==> src/fsbh_ram.sv <==
module fsbh_ram #(
	parameter int WIDTH = 8,
	parameter int DEPTH = 256
) (
	input  logic                     clk,
	input  logic                     we,
	input  logic [$clog2(DEPTH)-1:0] waddr,
	input  logic [WIDTH-1:0]         wdata,
	input  logic [$clog2(DEPTH)-1:0] raddr,
	output logic [WIDTH-1:0]         rdata
);

	logic [WIDTH-1:0] mem [DEPTH];

	always_ff @(posedge clk) begin
		if (we) begin
			mem[waddr] <= wdata;
		end
		rdata <= mem[raddr];
	end

endmodule

==> config.mk <==
export PLATFORM = sky130hd
export DESIGN_NAME = fsbh_ram
export DESIGN_NICKNAME = d
export VERILOG_FILES = /design/src/fsbh_ram.sv
export SDC_FILE = /design/constraint.sdc
export NUM_CORES = 2
export LEC_CHECK = 0
export BUFFER_PORTS_ARGS = -buffer_cell sky130_fd_sc_hd__buf_4
export CAP_MARGIN = 20
export CORE_UTILIZATION = 68
export CTS_CLUSTER_DIAMETER = 150
export CTS_CLUSTER_SIZE = 10
export DETAILED_ROUTE_END_ITERATION = 10
export PLACE_DENSITY = 0.85
export SYNTH_ARGS = -nofsm -noshare
export SYNTH_HDL_FRONTEND = slang
export SYNTH_SLANG_ARGS = --single-unit
==> constraint.sdc <==
create_clock -name clk -period 5.2 [get_ports clk]
set_input_delay 0.78 -clock clk [delete_from_list [all_inputs] [get_ports clk]]
set_output_delay 0.78 -clock clk [all_outputs]
set_load 0.01 [all_outputs]
==> out/metrics.yaml <==
ys_ff_latch: 2056
synthesis.area_um2: 79600
rsz0062_at_grt: "no"
max_freq_ghz: 0.259
synth_top_area_share_pct: 77.3
post_cts_buffers: 0
setup_slack_ns: 1.34
worst_pin_slew_ns: 1.25
yosysWarnings: 0
clock_latency_ns: 0.84
setup_violations: 0
startpoint_type: "primary input"
endpoint_kind: "flip-flop"
min_period_over_period_pct: 74.3
cts_buffers: 223
postSynth.asyncResetShare_pct: 0
path_clk_slew_ns: 0.06
finalNetCount: 3901
synth_cell_type_count: 55
hold_violations: 0
synth_area_leaders: "edfxtp_1 (77%), mux4_2 (13%), mux2i_1 (1.7%), nor2_1 (1.3%), a22oi_1 (1.3%)"
yosysMostFrequentCell: "edfxtp_1"
grt_overflow: 0
post-route-drc-count: 0
whs_path_depth: 1
coreArea_um2: 116000
drv_cap: 0
firstDrtPassIters: 6
p_per_area_nw_per_um2: 390
grt_start_max_net_pins: 160
status: "completed"
met2_usage_pct: 59.8
dpl-instance-area_um2: 81400
cts_root_buffer: "clkbuf_16"
postRouteAntennaNets: 0
synth_edf_count: 2048
power.leakage_nw: 27.0
period_minus_slack_ns: 3.86
hold_ws_ns: 0.645
track_usage_pct: 38.8
timing.setup.tns_ns: 0
grt_pass1_wl_um: 317000
areaGrowthSynthToFinish_pct: 10.1
avgRoutedWirePerCell_um: 41.3
use_met3_pct: 12.3
skew_ns: 0.0516
vias: 43500
syn-instance-count: 3733
syn_area_per_cell_um2: 21.3
fp.dieH_um: 344
io_pins: 34
top_usage_layer: "met2"
final_design_area_no_fill_um2: 87600
synth_fp_nets: 3759
cp.required_ns: 5.83
antenna_found_initial: 16
start_util_pct: 68.6
path_class: "in2reg"
pre_cts_ws_ns: 0.885
slew_viol_final: 0
drive_above_1_share_pct: 21.9
peakVddDrop_mv: 0.438
first_iter_violations: 8216
cts_num_sinks: 2056
synthFlopType: "edfxtp_1"
gp_congestion: 0.895
ctsHoldBuffers: 0
grt_use_met1_pct: 49.4
place_hpwl_um: 116000
hp-class: "in2reg"
portBuffers: 33
rr_worst_depth: 6
cts_resized: 0
max-slew-margin-rel_pct: 16.9
first_global_vias: 43400
viasPerCell: 7.96
htreeDepth: 4
cts.path.max_buffers: 3
cp.arrival_ns: 4.49
ys_seq_area_share_pct: 77.5
ys_top_cells_by_count: "edfxtp_1 (2048), mux4_2 (454), nor2_1 (282), mux2i_1 (134), a22oi_1 (133)"
cts_tree: "built"
die-area_um2: 118000
synth_area_leader_cell: "edfxtp_1"
critPathMaxFanout: 88
dieWidth_um: 344
wirelength_um: 226000
rows: 125
[registers in the layout, summed over array words and instances (netlist names)]
register / count
mem: 2048
rdata: 8
[kinds of logic (layout without fill, tap and decap cells)]
kind of cell           count (synthesis)  count (layout)  share of synthesized area, %
buffers and inverters                235             436                          1.83
flip-flops                          2056            2056                          77.5
other                                  0              13                             0
multiplexers                         591             591                          14.6
AO/OA/AOI/OAI                        385             385                          3.42
AND/OR/NAND/NOR                      466             466                          2.63
[cell type report]
type | count | area, um2
sequential | 2056 | 61700
fill | 5350 | 28500
multi-input combinational | 1442 | 16500
clock buffer | 270 | 5800
tap | 1524 | 1910
timing repair buffer | 150 | 1410
clock inverter | 14 | 272
antenna | 13 | 32.5
inverter | 2 | 7.51
[worst max-delay path: stages]
cell and delay [ns]:
buf_8 0.63, or2b_1 0.65, buf_4 0.40, o221ai_1 0.36, a21oi_1 0.29, nor3_1 0.11
nor4_1 0.96, nor4_1 0.19
[stage by stage]
stage | utilization, % | power [mW] | instances
final | 75.5 | 34.2 | 5471
after global routing | 75.4 | 34.6 | 5458
after CTS | 75.4 | 34.0 | 5455
after detailed placement | 70.2 | 20.2 | 5171
after global placement | 70.2 | 20.2 | 5171
after floorplan | - | 19.5 | 3733
[cells in the final DEF (no fill, tap or decap), types with 3 or more instances in the layout]
cell       netlist  final
mux2i_1        134    134
inv_16           0      3
buf_12           8     18
buf_4           27    120
clkinv_16        0      3
a211oi_1        16     16
o22ai_1         28     28
a22oi_1        133    133
o221ai_1        46     46
dfxtp_1          8      8
nand2_1         33     33
nand2b_1         8      8
nor4_2           3      3
diode_2          0     13
and2_1           6      6
nor3_1          22     22
a21oi_1         96     96
nand4_1         10     10
nor2_1         282    279
inv_6            0      3
nor2b_1         31     28
o211ai_1        10     10
o21ai_0         10     10
edfxtp_1      2048   2048
clkbuf_1       111     45
nand3_1         34     34
nor4_1          24     24
o32ai_1          4      4
clkbuf_16        0    225
a221oi_1        13     13
clkinv_8         0      4
o22a_1           5      5
or2_2            4      4
clkbuf_8         0      8
mux4_2         454    454
a22o_1           8      8
[path summary, 6_finish.rpt]
kind / from / to / slack [ns]
worst max-delay path: raddr[1] / rdata[7] / 1.34
worst min-delay path: wdata[0] / mem[66][0] / 0.64
worst max register to register: mem[83][5] / rdata[5] / 1.94
worst min register to register: mem[40][3] / rdata[3] / 1.20
[power breakdown]
part / switching [mW] / leakage [nW] / internal [mW]
Sequential: 0.0471 / 18.5 / 18.3
Combinational: 1.17 / 5.62 / 0.562
Clock: 6.33 / 2.94 / 7.78
Total: 7.55 / 27.0 / 26.6
[routing by layer]
layer  share of wire [%]  vias up
met4                 7.2       20
met5                0.10        -
li1                    -    15900
met1                  31    21700
met3                  15     1093
met2                  47     4867
Power figures use the tool's default switching activity.
